$ cat config.mk
export PLATFORM = sky130hd
export DESIGN_NAME = utc_date_to_epoch_seconds
export DESIGN_NICKNAME = d
export VERILOG_FILES = /design/src/rtl/ute_pkg.sv /design/src/rtl/utc_date_to_epoch_seconds.sv
export SDC_FILE = /design/constraint.sdc
export NUM_CORES = 1
export LEC_CHECK = 0
export BUFFER_PORTS_ARGS = -buffer_cell sky130_fd_sc_hd__buf_2
export CORE_ASPECT_RATIO = 1.5
export CORE_UTILIZATION = 45
export DETAILED_ROUTE_END_ITERATION = 16
export GPL_ROUTABILITY_DRIVEN = 0
export PLACE_DENSITY_LB_ADDON = 0.2
export SLEW_MARGIN = 20
export SYNTH_ARGS = -nofsm -noshare
export SYNTH_HDL_FRONTEND = slang
export SYNTH_SLANG_ARGS = --single-unit
$ cat constraint.sdc
create_clock -name clk_i -period 7.5 [get_ports clk_i]
set_input_delay 0.75 -clock clk_i [delete_from_list [all_inputs] [get_ports clk_i]]
set_output_delay 0.75 -clock clk_i [all_outputs]
set_load 0.01 [all_outputs]
$ cat src/rtl/ute_pkg.sv
// shared constants, types and calendar helpers for the utc date to epoch seconds converter
package ute_pkg;

  localparam int unsigned YearSpan    = 256;
  localparam int unsigned YearW       = 8;
  localparam int unsigned MonthW      = 4;
  localparam int unsigned DayW        = 5;
  localparam int unsigned HourW       = 5;
  localparam int unsigned MinuteW     = 6;
  localparam int unsigned SecondW     = 6;
  localparam int unsigned SecsW       = 34;
  localparam int unsigned CfgIdxW     = 3;
  localparam int unsigned CfgDataW    = 8;
  localparam int unsigned DayCntW     = 17;
  localparam int unsigned TodW        = 17;
  localparam int unsigned DaysPerYear = 365;
  localparam int unsigned SecsPerDay  = 24 * 60 * 60;
  localparam logic [SecsW-1:0] SecsMax = '1;

  typedef enum logic [CfgIdxW-1:0] {
    CfgEpochYear   = 3'd0,
    CfgEpochMonth  = 3'd1,
    CfgEpochDay    = 3'd2,
    CfgEpochHour   = 3'd3,
    CfgEpochMinute = 3'd4,
    CfgEpochSecond = 3'd5
  } cfg_idx_e;

  typedef logic [DayCntW-1:0] day_cnt_t;
  typedef logic [TodW-1:0]    tod_t;

  function automatic logic [YearW-1:0] clamp_year(logic [YearW-1:0] y);
    logic [YearW-1:0] r;
    r = y;
    if (32'(y) >= YearSpan) begin
      r = YearW'(YearSpan - 1);
    end
    return r;
  endfunction

  function automatic logic [MonthW-1:0] clamp_month(logic [MonthW-1:0] m);
    return (m > MonthW'(11)) ? MonthW'(11) : m;
  endfunction

  // gregorian leap test on an offset from 1900 (offsets below 256 only)
  function automatic logic is_leap(logic [YearW-1:0] y);
    return (y[1:0] == 2'b00) && (y != YearW'(0)) && (y != YearW'(200));
  endfunction

  // days from 1900-01-01 to january 1 of the given year;
  // leap years in [1900, 1899+y]: multiples of four less 1900 and 2100
  function automatic day_cnt_t year_days(logic [YearW-1:0] y);
    logic [YearW+1:0] y3;
    logic [YearW-2:0] lp;
    y3 = {2'b00, y} + (YearW+2)'(3);
    lp = y3[YearW:2] - (YearW-1)'(y != YearW'(0)) - (YearW-1)'(y >= YearW'(201));
    return DayCntW'(y) * DayCntW'(DaysPerYear) + DayCntW'(lp);
  endfunction

  // days from january 1 to the first of the month
  function automatic logic [8:0] month_days(logic [MonthW-1:0] m, logic leap);
    logic [8:0] d;
    case (m)
      4'd0:    d = 9'd0;
      4'd1:    d = 9'd31;
      4'd2:    d = 9'd59;
      4'd3:    d = 9'd90;
      4'd4:    d = 9'd120;
      4'd5:    d = 9'd151;
      4'd6:    d = 9'd181;
      4'd7:    d = 9'd212;
      4'd8:    d = 9'd243;
      4'd9:    d = 9'd273;
      4'd10:   d = 9'd304;
      default: d = 9'd334;
    endcase
    if (m > MonthW'(1) && leap) begin
      d = d + 9'd1;
    end
    return d;
  endfunction

  function automatic day_cnt_t date_days(logic [YearW-1:0] y, logic [MonthW-1:0] m,
                                         logic [DayW-1:0] d);
    logic [YearW-1:0]  yc;
    logic [MonthW-1:0] mc;
    yc = clamp_year(y);
    mc = clamp_month(m);
    return year_days(yc) + DayCntW'(month_days(mc, is_leap(yc))) + DayCntW'(d);
  endfunction

  function automatic tod_t tod_secs(logic [HourW-1:0] h, logic [MinuteW-1:0] mi,
                                    logic [SecondW-1:0] s);
    return TodW'(h) * TodW'(3600) + TodW'(mi) * TodW'(60) + TodW'(s);
  endfunction

endpackage

$ cat src/rtl/utc_date_to_epoch_seconds.sv
// utc calendar date and time to seconds since a configurable epoch
// the start transfer reaches the done strobe through the valid registers v1_q, v2_q, v3_q and done_q
// throughput: one conversion per cycle, busy_o never rises
// stages: day and time-of-day counts, differences, day multiply, sum and saturate
// reset clears the stage valid bits and loads the epoch 1970-01-01 00:00:00
module utc_date_to_epoch_seconds (
  input  logic                          clk_i,
  input  logic                          rst_ni,
  input  logic                          start_i,
  output logic                          busy_o,
  input  logic [ute_pkg::YearW-1:0]     year_since_1900_i,
  input  logic [ute_pkg::MonthW-1:0]    month_index_i,
  input  logic [ute_pkg::DayW-1:0]      day_of_month_i,
  input  logic [ute_pkg::HourW-1:0]     hour_of_day_i,
  input  logic [ute_pkg::MinuteW-1:0]   minute_of_hour_i,
  input  logic [ute_pkg::SecondW-1:0]   second_of_minute_i,
  input  logic                          cfg_we_i,
  input  logic [ute_pkg::CfgIdxW-1:0]   cfg_index_i,
  input  logic [ute_pkg::CfgDataW-1:0]  cfg_data_i,
  output logic                          done_o,
  output logic [ute_pkg::SecsW-1:0]     epoch_seconds_o,
  output logic                          before_epoch_o
);
  import ute_pkg::*;

  // epoch registers
  logic [YearW-1:0]   ep_year_q;
  logic [MonthW-1:0]  ep_month_q;
  logic [DayW-1:0]    ep_day_q;
  logic [HourW-1:0]   ep_hour_q;
  logic [MinuteW-1:0] ep_minute_q;
  logic [SecondW-1:0] ep_second_q;

  always_ff @(posedge clk_i or negedge rst_ni) begin
    if (!rst_ni) begin
      ep_year_q   <= YearW'(70);
      ep_month_q  <= '0;
      ep_day_q    <= DayW'(1);
      ep_hour_q   <= '0;
      ep_minute_q <= '0;
      ep_second_q <= '0;
    end else if (cfg_we_i) begin
      unique case (cfg_idx_e'(cfg_index_i))
        CfgEpochYear:   ep_year_q   <= cfg_data_i[YearW-1:0];
        CfgEpochMonth:  ep_month_q  <= cfg_data_i[MonthW-1:0];
        CfgEpochDay:    ep_day_q    <= cfg_data_i[DayW-1:0];
        CfgEpochHour:   ep_hour_q   <= cfg_data_i[HourW-1:0];
        CfgEpochMinute: ep_minute_q <= cfg_data_i[MinuteW-1:0];
        CfgEpochSecond: ep_second_q <= cfg_data_i[SecondW-1:0];
        default: ;
      endcase
    end
  end

  assign busy_o = 1'b0;

  logic accept;
  assign accept = start_i && !busy_o;

  // stage valid bits
  logic v1_q, v2_q, v3_q, done_q;

  always_ff @(posedge clk_i or negedge rst_ni) begin
    if (!rst_ni) begin
      v1_q   <= 1'b0;
      v2_q   <= 1'b0;
      v3_q   <= 1'b0;
      done_q <= 1'b0;
    end else begin
      v1_q   <= accept;
      v2_q   <= v1_q;
      v3_q   <= v2_q;
      done_q <= v3_q;
    end
  end

  // stage 1: absolute day and second-of-day counts for target and epoch
  day_cnt_t tgt_days_q, ep_days_q;
  tod_t     tgt_tod_q, ep_tod_q;
  logic     yr_before_q;

  always_ff @(posedge clk_i) begin
    tgt_days_q  <= date_days(year_since_1900_i, month_index_i, day_of_month_i);
    ep_days_q   <= date_days(ep_year_q, ep_month_q, ep_day_q);
    tgt_tod_q   <= tod_secs(hour_of_day_i, minute_of_hour_i, second_of_minute_i);
    ep_tod_q    <= tod_secs(ep_hour_q, ep_minute_q, ep_second_q);
    yr_before_q <= clamp_year(year_since_1900_i) < clamp_year(ep_year_q);
  end

  // stage 2: differences and the early before-epoch decision
  logic signed [DayCntW:0] day_diff_d;
  logic signed [TodW:0]    tod_diff_d;
  logic [DayCntW-1:0]      days2_q;
  logic signed [TodW:0]    secs2_q;
  logic                    before2_q;

  assign day_diff_d = $signed({1'b0, tgt_days_q}) - $signed({1'b0, ep_days_q});
  assign tod_diff_d = $signed({1'b0, tgt_tod_q}) - $signed({1'b0, ep_tod_q});

  always_ff @(posedge clk_i) begin
    days2_q   <= day_diff_d[DayCntW-1:0];
    secs2_q   <= tod_diff_d;
    before2_q <= yr_before_q || day_diff_d[DayCntW]
                 || (day_diff_d == '0 && tod_diff_d[TodW]);
  end

  // stage 3: whole days to seconds
  logic [SecsW-1:0]     prod3_q;
  logic signed [TodW:0] secs3_q;
  logic                 before3_q;

  always_ff @(posedge clk_i) begin
    prod3_q   <= SecsW'(days2_q) * SecsW'(SecsPerDay);
    secs3_q   <= secs2_q;
    before3_q <= before2_q;
  end

  // stage 4: add the time-of-day difference, flag a negative total, saturate
  logic signed [SecsW+1:0] total_d;
  logic [SecsW-1:0]        secs_out_q;
  logic                    before_out_q;

  assign total_d = $signed({2'b00, prod3_q}) + (SecsW+2)'(secs3_q);

  always_ff @(posedge clk_i) begin
    if (before3_q || total_d[SecsW+1]) begin
      secs_out_q   <= '0;
      before_out_q <= 1'b1;
    end else begin
      secs_out_q   <= (total_d[SecsW]) ? SecsMax : total_d[SecsW-1:0];
      before_out_q <= 1'b0;
    end
  end

  assign done_o          = done_q;
  assign epoch_seconds_o = secs_out_q;
  assign before_epoch_o  = before_out_q;

`ifndef SYNTH
  a_before_zero: assert property (@(posedge clk_i) disable iff (!rst_ni)
    done_o && before_epoch_o |-> epoch_seconds_o == '0)
    else $error("before-epoch result carries nonzero seconds");

  a_latency: assert property (@(posedge clk_i) disable iff (!rst_ni)
    start_i && !busy_o |-> ##4 done_o)
    else $error("accepted transfer gave no result after four cycles");

  a_no_phantom: assert property (@(posedge clk_i) disable iff (!rst_ni)
    done_o |-> $past(v3_q) && $past(v2_q, 2))
    else $error("result strobe without an item in the pipeline");
`endif

endmodule

# == Yosys cells after proc, flatten, opt, wreduce, memory -nomap -nowiden ==
# Memory sizes are Yosys's and may differ from the RTL's.
# Cells that the tools add are included.
# word_totals
ff_bits,224
inputBits,49
mem_count,2
mem_bits_ro,288
elab_cells,95
out_inout_bits,37
# op_classes
n_reduce_logical,22
magnitude_cmp,7
eq_ne,7
add_sub_neg,21
n_mul,7
n_mux,6
# memory_table
name,words,width,read_ports,rd_ports_with_merged_regs,write_ports,line_no,source
(no name shown),16,9,1,0,0,ute_pkg.sv:63,case (m)
(no name shown),16,9,1,0,0,ute_pkg.sv:63,
# op_table
cell,count
adder 35 x 18 -> 36 bit,1
subtractor 17 x 17 -> 18 bit,2
adder 17 x 12 -> 17 bit,2
adder 17 x 5 -> 17 bit,2
adder 17 x 6 -> 17 bit,2
adder 17 x 7 -> 17 bit,2
adder 17 x 9 -> 17 bit,2
multiplier 8 x 9 -> 17 bit (second input constant),2
two-way mux 34 bit,1
subtractor 7 x 1 -> 7 bit,4
multiplier 17 x 10 -> 27 bit (second input constant),1
multiplier 5 x 8 -> 13 bit (second input constant),2
multiplier 6 x 4 -> 10 bit (second input constant),2
adder 8 x 2 -> 9 bit (second input constant),2
adder 9 x 1 -> 9 bit (second input constant),2
logical NOT 18 bit,1
two-way mux 9 bit,2
greater-or-equal comparator 8 bit (second input constant),2
inequality test 8 bit (second input constant),2
nonzero test 8 bit,2
AND reduction 2 bit,6
> comparator 4 x 1 -> 1 bit (second input constant),2
> comparator 4 bit (second input constant),2
less-than comparator 8 bit,1
9 further kinds,21

# == Longest topological paths before layout ==
# Gate-level depths: netlist of run 1.
# logic_depth
depth_word,7
ltp_mapped,28
mapped_depth_nobuf,28

# == Worst setup path after synthesis of run 1 ==
# OpenSTA, ideal clock, no wires.
# synth_timing
path_type,in2reg
start,input port year_since_1900_i[6] in the netlist's numbering
end,register tgt_days_q[16]
setup_time_ps,106
required_ps,7394
stages,25
t_arrival_ps,6462
slack_ps,932
path_buffers,0
cell_sequence,ha_1 -> clkinv_1 -> a31o_2 -> fa_1 -> inv_1 -> ha_1 -> nand2_1 -> nor2_1 -> mux2i_1 -> o22a_1 -> fa_1 -> fa_1 -> fa_1 -> inv_1 -> fa_1 -> inv_1 -> fa_1 -> inv_1 -> ha_1 -> o21ai_0 -> nand2b_1 -> a31oi_1 -> o211ai_1 -> a2111o_1 -> o311ai_0
# synth_via
elab_chain_cells,7
elab_cells_between_ends,14
cone_classes,6 x add/sub; 1 x mul; 1 x order compare; 1 x eq/ne; 1 x mux; 4 x reduce/logical
# synth_rtl
item,line_no,source
start: declaration,utc_date_to_epoch_seconds.sv:11,"input logic [ute_pkg::YearW-1:0] year_since_1900_i,"
"parallel branches: the longest is 5 deep, another holds adder 17 x 7 -> 17 bit",n/a,
adder 17 x 9 -> 17 bit *,ute_pkg.sv:89,"return year_days(yc) + DayCntW'(month_days(mc, is_leap(yc))) + DayCntW'(d);"
adder 17 x 5 -> 17 bit *,ute_pkg.sv:89,
end signal: assignment,utc_date_to_epoch_seconds.sv:83,"tgt_days_q <= date_days(year_since_1900_i, month_index_i, day_of_month_i);"
end: declaration,utc_date_to_epoch_seconds.sv:78,"day_cnt_t tgt_days_q, ep_days_q;"
# Mark *: on every way between the ends.
# A chain may end at the register's enable or synchronous reset.

# == Worst setup path in the final report of run 1 ==
# layout_timing
start,register ep_month_q[3]
end,register ep_days_q[16]
# layout_via
elab_chain_cells,7
elab_cells_between_ends,9
cone_classes,3 x add/sub; 2 x order compare; 2 x mux; 1 x reduce/logical; 1 x memory
# layout_rtl
item,line_no,source
start: declaration,utc_date_to_epoch_seconds.sv:28,logic [MonthW-1:0] ep_month_q;
start signal: assignment,utc_date_to_epoch_seconds.sv:45,CfgEpochMonth: ep_month_q <= cfg_data_i[MonthW-1:0];
> comparator 4 bit,ute_pkg.sv:42,return (m > MonthW'(11)) ? MonthW'(11) : m;
two-way mux 4 bit *,ute_pkg.sv:42,
memory read (16 x 9 bit) / > comparator 4 x 1 -> 1 bit (equally long branches),n/a,
adder 9 x 1 -> 9 bit / logical AND 1 bit (equally long branches),"ute_pkg.sv:78, ute_pkg.sv:77",
two-way mux 9 bit *,ute_pkg.sv:77,if (m > MonthW'(1) && leap) begin
adder 17 x 9 -> 17 bit *,ute_pkg.sv:89,
adder 17 x 5 -> 17 bit *,ute_pkg.sv:89,
end signal: assignment,utc_date_to_epoch_seconds.sv:84,"ep_days_q <= date_days(ep_year_q, ep_month_q, ep_day_q);"
end: declaration,utc_date_to_epoch_seconds.sv:78,
# Every way passes the cells marked *; elsewhere a longest branch is shown, timed or not.

==> results.md, run 1 <==
* Outcome: completed
* Number of global-route vias before repair at 15400
* WL final at 41400 µm
* Final setup fails at 0
* Max FO, Critical Path at 22
* Die X at 178 µm
* Max Cap Viol at 0
* CTS buffer count at 24
* Share of cells above drive strength 1 at 9.51%
* Mapped Area at 0.0210 mm²
* Min cycle time layout at 6.84 ns
* Hold Slack at 0.307 ns
* Commonest non-fill, non-tap cells in the layout: inv_1, ha_1, dfxtp_1
* Register clock-pin slew on the reported worst setup and hold paths at 0.07 ns
* F_max at 0.146 GHz
* ANT nets after route at 0
* Setup slack, reg-to-reg at 0.66 ns
* GRT Total Usage at 17.9%
* Clock root buffer: clkbuf_16
* Cells after synthesis at 2216
* Setup_tns at 0 ns
* Area leader, netlist: ha_1
* WP data arrival at 7.28 ns
* # diodes at 0
* Worst slew margin at 31.3%
* Grt ovf at 0
* Wire per inst at 14.2 µm
* Area of the multi-input gates at 0.0147 mm²
* DR iter-0 viols at 466
* Post-CTS Hold Buffers at 0
* Worst path max stage delay at 0.61 ns
* RSZ-0062 raised after global routing: no
* CP Launch Type: register
* Slew @ Worst Pin at 1.03 ns
* Die ar. at 0.0475 mm²
* CP cell instances: a21oi_1, inv_1, ha_1, a21boi_0, ha_1, nand4_1, nor4b_1, a31oi_1, nor2_1, ha_1, inv_1, fa_1, inv_1, fa_1, fa_1, ha_1, ha_1, a21o_1, a31o_2, a41oi_1, a21oi_1, o311ai_1
* Postcts setup bufs at 0
* Post-CTS sizing at 0
* Req. time, crit path at 7.93 ns
* Fraction of the yosys area taken by sequential cells at 22.3%
* Synth Flop Type: dfxtp_1
* DP HPWL at 35300 µm
* Final Cycle Share at 91.2%
* Initial antenna violation count at 0
* Largest net degree at the start of global routing at 39
* Net count reported at finish at 2900
* Clock sink count at 224
* H-Tree Depth at 1
* #FFs+latches synth at 224
* Post-synth top area share at 23.8%
* Row count at 96
* Final setup skew at 0.0155 ns
* Crit-path slowest cell: dfrtp_1
* First-pass GRT wire length at 70000 µm
* Initial core utilization at 45.8%
* Hold/Removal Path Class: in2reg
* Vias at 14900
* Sequential standard cell area at 0.00468 mm²
* Critical path endpoint category: register
* Commonest non-fill, non-tap cell in the layout: inv_1
* Vias/cell at 5.11
* Worst-skew pair later-pin latency at 0.54 ns
* First drt pass iteration count at 5
* Most frequent CP cell: ha_1
* Synth-to-Final Area Change at 9.34%
* Final Util at 50.0%
* Distinct cells, synth at 98
* Top cells by area, synth: ha_1, dfxtp_1, fa_1, inv_1, xnor2_1
* Syn_nets at 2808
* FFs w/ async S/R, synth at 17.0%
* Yosys synthesis warning count at 0
* PortBufs at 84
* Die Y at 267 µm
* Num ports at 86
* CTS tree: done
* Mean Syn Cell Area at 9.47 µm²
* Hold Violations, Final at 0
* Post-synth EDFFs at 0
* Clock buffer depth at 3
* Core footprint at 0.0459 mm²
* Filler cells at 4343
* Slew Limit Fails at 0
* Setup CP Type: reg2reg
* Drt drc at 0
## worst max-delay path, delay by kind of cell (launching register included)
kind	cells	cell delay, ns
buffers and inverters	3	0.29
adder cells (fa/ha/maj)	8	2.91
AND/OR/NAND/NOR	3	0.79
AO/OA/AOI/OAI	8	2.12
flip-flops	1	0.61
## registers in the layout, summed over array words and instances (netlist names), 5 cells and up
signal,cells
secs2_q,18
ep_days_q,17
epoch_seconds_o,34
ep_year_q,8
days2_q,17
tgt_days_q,17
ep_day_q,5
ep_hour_q,5
ep_tod_q,17
ep_minute_q,6
tgt_tod_q,17
ep_second_q,6
prod3_q,27
secs3_q,18
## path summary, 6_finish.rpt
check                                          startpoint                         end  depth (start not counted)
max in group asynchronous                          rst_ni    ep_hour_q[3]$_DFFE_PN0P_                          1
min in group asynchronous                          rst_ni  ep_second_q[3]$_DFFE_PN0P_                          1
worst min register to register         secs2_q[4]$_DFF_P_          secs3_q[4]$_DFF_P_                          0
worst max register to register  ep_month_q[3]$_DFFE_PN0P_       ep_days_q[16]$_DFF_P_                         22
worst min-delay path                              start_i              v1_q$_DFF_PN0_                          1
worst max-delay path            ep_month_q[3]$_DFFE_PN0P_       ep_days_q[16]$_DFF_P_                         22
## kinds of logic after synthesis
| kind of cell | synth area share, % |
|---|---|
| adders and majority gates | 37.5 |
| AOI/OAI and AO/OA | 15.0 |
| buffers and inverters | 8.03 |
| and+or+nand+nor | 8.30 |
| DFF | 22.3 |
| xor gates and xnor gates | 7.09 |
| muxes | 1.84 |
| other | 0.0179 |
## through the flow
stage	instances	setup slack (ns)	instance area, µm²
final	2913	0.658	23000
after CTS	2913	0.656	23000
after global placement	2870	0.319	22100
after global routing	2913	0.153	23000
after floorplan	2216	0.932	21000
after detailed placement	2870	0.164	22100
## Yosys cell counts, types with 7 or more instances
cell / number
dfrtp_1: 34
and2_1: 10
o21ai_0: 66
a211oi_1: 15
nor2b_1: 15
a31oi_1: 23
inv_1: 411
nand2b_1: 16
and3_1: 11
dfxtp_1: 186
a21oi_2: 23
xor2_1: 42
xnor2_1: 126
a21oi_1: 124
mux2_2: 26
o21bai_1: 32
o211ai_1: 9
or2_2: 8
mux2i_1: 8
nor3_1: 41
o21a_1: 15
or3_1: 7
a21o_1: 59
nor2_1: 92
ha_1: 400
clkbuf_1: 10
fa_1: 143
nand3_1: 36
nand2_1: 76
## metal layers
layer | track usage (%) | part of all wire [%] | vias up | routed length, µm
met1 | 19.5 | 40 | 6996 | 16700
met4 | 5.91 | 2.9 | 0 | 1220
met2 | 35.6 | 55 | 178 | 22600
li1 | - | - | 7659 | -
met5 | 0 | 0 | - | 0
met3 | 1.40 | 1.9 | 60 | 795
## cell type report
| class | instances | share of cell area, % |
|---|---|---|
| Multi-Input combinational cell | 1556 | 63.8 |
| Sequential cell | 224 | 20.4 |
| Tap cell | 588 | 3.20 |
| Clock inverter | 14 | 0.921 |
| Timing Repair Buffer | 90 | 2.03 |
| Clock buffer | 29 | 2.88 |
| Inverter | 412 | 6.74 |
Power of run 1 is left out: the tool's default activity adds up to more than one toggle a clock period on the data nets, which glitch-free logic cannot reach.
==> run 2, diff against run 1 <==
CTS_CLUSTER_SIZE = 14   (was not set)
RECOVER_POWER = 25   (was not set)
REMOVE_ABC_BUFFERS = 1   (was not set)
==> results.md, run 2 (synthesis gave the netlist of run 1 again) <==
* DR iter-0 viols at 479 (+2.8%)
* Number of global-route vias before repair at 15500 (+0.98%)
* Critical path endpoint category: register
* Slew Limit Fails at 39 (+39)
* Max FO, Critical Path at 22 (unchanged)
* CTS buffer count at 24 (unchanged)
* Final Cycle Share at 91.7% (+0.43 points)
* Post-CTS sizing at 0 (unchanged)
* Num ports at 86 (unchanged)
* WP data arrival at 7.30 ns (+0.02 ns)
* Setup_tns at 0 ns (unchanged)
* Hold/Removal Path Class: in2reg
* First drt pass iteration count at 5 (unchanged)
* Synth-to-Final Area Change at 9.18%
* H-Tree Depth at 1 (unchanged)
* Post-CTS Hold Buffers at 0 (unchanged)
* Min cycle time layout at 6.87 ns (+0.0325 ns)
* Largest net degree at the start of global routing at 39 (unchanged)
* Setup CP Type: reg2reg
* CP cell instances: a21oi_1, inv_1, ha_1, a21boi_0, ha_1, nand4_1, nor4b_1, a31oi_1, nor2_1, ha_1, inv_1, fa_1, inv_1, fa_1, fa_1, ha_1, ha_1, a21o_1, a31o_2, a41oi_1, a21oi_1, o311ai_1
* Commonest non-fill, non-tap cell in the layout: inv_1
* CP Launch Point: ep_month_q[3]$_DFFE_PN0P_
* Filler cells at 4328 (-0.35%)
* Clock root buffer: clkbuf_16
* PortBufs at 84 (unchanged)
* RSZ-0062 raised after global routing: no
* Hold wc startpoint: second_of_minute_i[1]
* WL final at 42000 µm (+1.5%)
* Clock sink count at 224 (unchanged)
* CP Launch Type: register
* Row count at 96 (unchanged)
* GRT Total Usage at 18.1% (+0.15 points)
* Grt ovf at 0 (unchanged)
* Clock buffer depth at 3 (unchanged)
* Register clock-pin slew on the reported worst setup and hold paths at 0.06 ns (about the same)
* Final setup skew at 0.0228 ns (+0.00736 ns)
* CP top delay family: adder cells
* Sum of buffers and inverters on the critical path at 3 (unchanged)
* Crit-path slowest cell: dfrtp_1
* R2R Path Start: ep_month_q[3]$_DFFE_PN0P_
* CTS tree: done
* Initial antenna violation count at 0 (unchanged)
* Max Cap Viol at 1 (+1)
* F_max at 0.145 GHz (-0.47%)
* Drt drc at 0 (unchanged)
* Slew @ Worst Pin at 2.09 ns (+1.06 ns)
* Postcts setup bufs at 0 (unchanged)
* Vias at 15000 (+0.73%)
* DP HPWL at 35500 µm (+0.47%)
* Wire per inst at 14.4 µm (+1.4%)
* Worst path max stage delay at 0.60 ns (about the same)
* Worst slew margin at -39.4% (-71 points)
* ANT nets after route at 0 (unchanged)
* Failing checks: capacitance limit, slew limit
* Core footprint at 0.0459 mm² (unchanged)
* # diodes at 0 (unchanged)
* Outcome: complete, but fails checks
* Hold Violations, Final at 0 (unchanged)
* Req. time, crit path at 7.93 ns (about the same)
* Initial core utilization at 45.8% (unchanged)
* Commonest non-fill, non-tap cells in the layout: inv_1, ha_1, dfxtp_1
* Pre-CTS setup slack at 0.322 ns (+0.158 ns)
* Most frequent CP cell: ha_1
* Die X at 178 µm (unchanged)
* Share of cells above drive strength 1 at 9.33% (-0.18 points)
* Post-route worst setup slack at 0.625 ns (-0.0325 ns)
* Worst-skew pair later-pin latency at 0.54 ns (about the same)
* Die Y at 267 µm (unchanged)
* Die ar. at 0.0475 mm² (unchanged)
* First-pass GRT wire length at 70600 µm (+0.97%)
* Net count reported at finish at 2901 (+0.034%)
* Final setup fails at 0 (unchanged)
* Vias/cell at 5.15 (+0.69%)
* Largest register FFs at 34 (unchanged)
run 2: cell types whose count changed in the layout (fill, tap and decap cells not counted), sizes merged:
cell / change
clkbuf: +5
buf: -3
bufinv: -1
clkinv: +1
clkinvlp: -1
run 2: per-layer routing:
metal | share of wire [%] | track usage, % | vias up
met5 | 0 | 0 | -
met4 | 3.8 | 6.94 | 0
met3 | 2.2 | 1.48 | 85
met2 | 54 | 35.8 | 212
met1 | 40 | 19.3 | 7043
li1 | - | - | 7661
run 2: layout make-up:
type	instances	area (µm²)	share of cell area, %
multi-input cells	1556	14700	63.9
flip-flops and latches	224	4680	20.4
inverters	412	1550	6.75
well taps	588	736	3.21
clock buffers	30	674	2.94
repair buffers	91	465	2.03
clock inverters	13	171	0.748
run 2: worst paths after layout:
kind	to	slack, ns	cells past startpoint
worst min-delay path	tgt_tod_q[1]$_DFF_P_	0.31	1
max in group asynchronous	v3_q$_DFF_PN0_	5.49	1
worst max register to register	ep_days_q[16]$_DFF_P_	0.63	22
worst max-delay path	ep_days_q[16]$_DFF_P_	0.63	22
worst min register to register	secs3_q[2]$_DFF_P_	0.32	0
min in group asynchronous	ep_minute_q[0]$_DFFE_PN0P_	0.81	1
run 2: stage by stage:
step	area (µm²)	hold slack, ns	cells	utilization (%)
floorplan	20900	0.310	2192	-
global placement	22100	0.312	2871	48.1
detailed placement	22100	0.312	2871	48.1
CTS	22900	0.279	2914	50.0
global route	22900	0.286	2914	50.0
finish	22900	0.307	2914	50.0
Power of run 2 is left out for the same reason.
==> run 3, diff against run 2 <==
--- a/config.mk
+++ b/config.mk
@@ -12,4 +12,5 @@
 export DETAILED_ROUTE_END_ITERATION = 16
 export GPL_ROUTABILITY_DRIVEN = 0
+export GPL_TIMING_DRIVEN = 0
 export PLACE_DENSITY_LB_ADDON = 0.2
 export RECOVER_POWER = 25
@@ -19,2 +20,3 @@
 export SYNTH_HDL_FRONTEND = slang
 export SYNTH_SLANG_ARGS = --single-unit
+export TNS_END_PERCENT = 30
==> constraint.sdc (replaced) <==
create_clock -name clk_i -period 7.5 [get_ports clk_i]
set_input_delay 0.75 -clock clk_i [delete_from_list [all_inputs] [get_ports clk_i]]
set_output_delay 0.75 -clock clk_i [all_outputs]
set_load 0.1 [all_outputs]
==> results.md, run 3 (synthesis gave the netlist of run 1 again) <==
* Outcome: complete, but fails checks
* Failing checks: capacitance limit, slew limit
* Max FO, Critical Path at 8 (-64%)
* Post-route worst setup slack at 0.470 ns (-0.155 ns)
* Worst-skew pair later-pin latency at 0.54 ns (about the same)
* Design area at 0.0229 mm² (about the same)
* Req. time, crit path at 7.97 ns (+0.04 ns)
* # diodes at 0 (unchanged)
* Critical path endpoint category: register
* Die Y at 267 µm (unchanged)
* First drt pass iteration count at 5 (unchanged)
* PortBufs at 84 (unchanged)
* Final Util at 49.9% (about the same)
* CTS buffer count at 23 (-4.2%)
* Worst slew margin at -44.3% (-4.8 points)
* Commonest non-fill, non-tap cell in the layout: inv_1
* Setup_tns at 0 ns (unchanged)
* Highest routed metal layer: met4
* Clock sink count at 224 (unchanged)
* CP Launch Type: input port
* Initial antenna violation count at 0 (unchanged)
* Largest register FFs at 34 (unchanged)
* Min cycle time layout at 7.03 ns (+0.155 ns)
* Crit-path slowest cell: fa_1
* Routed length on met3 at 859 µm (-6.4%)
* Clock root buffer: clkbuf_16
* Hold/Removal Path Class: in2reg
* First-pass GRT wire length at 69500 µm (-1.6%)
* Core footprint at 0.0459 mm² (unchanged)
* Register clock-pin slew on the reported worst setup and hold paths at 0.06 ns (about the same)
* Number of global-route vias before repair at 15100 (-2.6%)
* Post-CTS Hold Buffers at 0 (unchanged)
* Placed inst area at 0.0221 mm² (about the same)
* Grt ovf at 0 (unchanged)
* DP HPWL at 34100 µm (-3.9%)
* Final setup fails at 0 (unchanged)
* Net count reported at finish at 2896 (-0.17%)
* CP top delay family: adder cells
* Setup CP Type: in2reg
* Hold Violations, Final at 0 (unchanged)
* Wire per inst at 13.9 µm (-3.6%)
* Slew Limit Fails at 39 (unchanged)
* Commonest non-fill, non-tap cells in the layout: inv_1, ha_1, dfxtp_1
* DR iter-0 viols at 462 (-3.5%)
* Die X at 178 µm (unchanged)
* Num ports at 86 (unchanged)
* Largest net degree at the start of global routing at 39 (unchanged)
* Final Cycle Share at 93.7% (+2.1 points)
* H-Tree Depth at 1 (unchanged)
* ANT nets after route at 0 (unchanged)
* WP data arrival at 7.50 ns (+0.20 ns)
* Slew @ Worst Pin at 2.16 ns (+0.0725 ns)
* Sum of buffers and inverters on the critical path at 6 (+3)
* Final setup skew at 0.0103 ns (-0.0125 ns)
* Row count at 96 (unchanged)
* Vias/cell at 5.11 (-0.69%)
* Die ar. at 0.0475 mm² (unchanged)
* Share of cells above drive strength 1 at 9.18% (-0.15 points)
* Met2 wire length at 21700 µm (-4.3%)
* Initial core utilization at 45.8% (unchanged)
* RSZ-0062 raised after global routing: no
* GRT Total Usage at 17.7% (-0.38 points)
* Synth-to-Final Area Change at 9.09% (about the same)
* Drt drc at 0 (unchanged)
* Pre-CTS setup slack at -0.110 ns (-0.432 ns)
* Max Cap Viol at 1 (unchanged)
* Clock buffer depth at 3 (unchanged)
* Worst path max stage delay at 0.53 ns (-0.07 ns)
* F_max at 0.142 GHz (-2.2%)
* CTS tree: done
* M1 WL at 16600 µm (-1.1%)
* WL final at 40400 µm (-3.8%)
* Vias at 14900 (-0.89%)
* Most frequent CP cell: fa_1
[run 3: timing repair]
item,CTS,global route
endpoints found under the hold margin,0,0
gates resized for setup,0,1
endpoints found under the setup margin,0,1
buffers inserted,0,0
[run 3: worst paths after layout]
| kind | startpoint | endpoint | slack, ns | depth (start not counted) |
|---|---|---|---|---|
| setup / recovery | year_since_1900_i[6] | tgt_days_q[15]$_DFF_P_ | 0.47 | 25 |
| hold / removal | second_of_minute_i[0] | tgt_tod_q[0]$_DFF_P_ | 0.32 | 1 |
| setup reg to reg | ep_month_q[3]$_DFFE_PN0P_ | ep_days_q[16]$_DFF_P_ | 0.63 | 22 |
| hold reg to reg | secs2_q[3]$_DFF_P_ | secs3_q[3]$_DFF_P_ | 0.32 | 0 |
| max in group asynchronous | rst_ni | ep_day_q[2]$_DFFE_PN0P_ | 5.42 | 1 |
| min in group asynchronous | rst_ni | ep_minute_q[3]$_DFFE_PN0P_ | 0.84 | 1 |
[run 3: per-stage QoR]
stage	hold WS (ns)	std cells
after CTS	0.283	2908
after global routing	0.301	2908
after global placement	0.313	2864
final	0.321	2908
after detailed placement	0.314	2867
after floorplan	0.310	2192
[run 3: worst reg2reg max path: cells and delay by family (launching register included)]
kind	cells	cell delay, ns
flops	1	0.61
simple gates	3	0.87
compound gates	8	2.10
fa+ha+maj	8	2.91
buf+inv	3	0.28
[run 3: layer usage]
metal | vias to the layer above | track usage, %
met4 | 0 | 5.79
met1 | 6956 | 19.9
met2 | 187 | 34.5
met5 | - | 0
met3 | 67 | 1.18
li1 | 7657 | -
[run 3: layout make-up]
class	instances	area, µm²
Timing Repair Buffer	87	477
Tap cell	588	736
Fill cell	4340	23000
Clock buffer	31	677
Sequential cell	224	4680
Clock inverter	10	129
Inverter	412	1550
Multi-Input combinational cell	1556	14700
Power of run 3 is left out for the same reason.
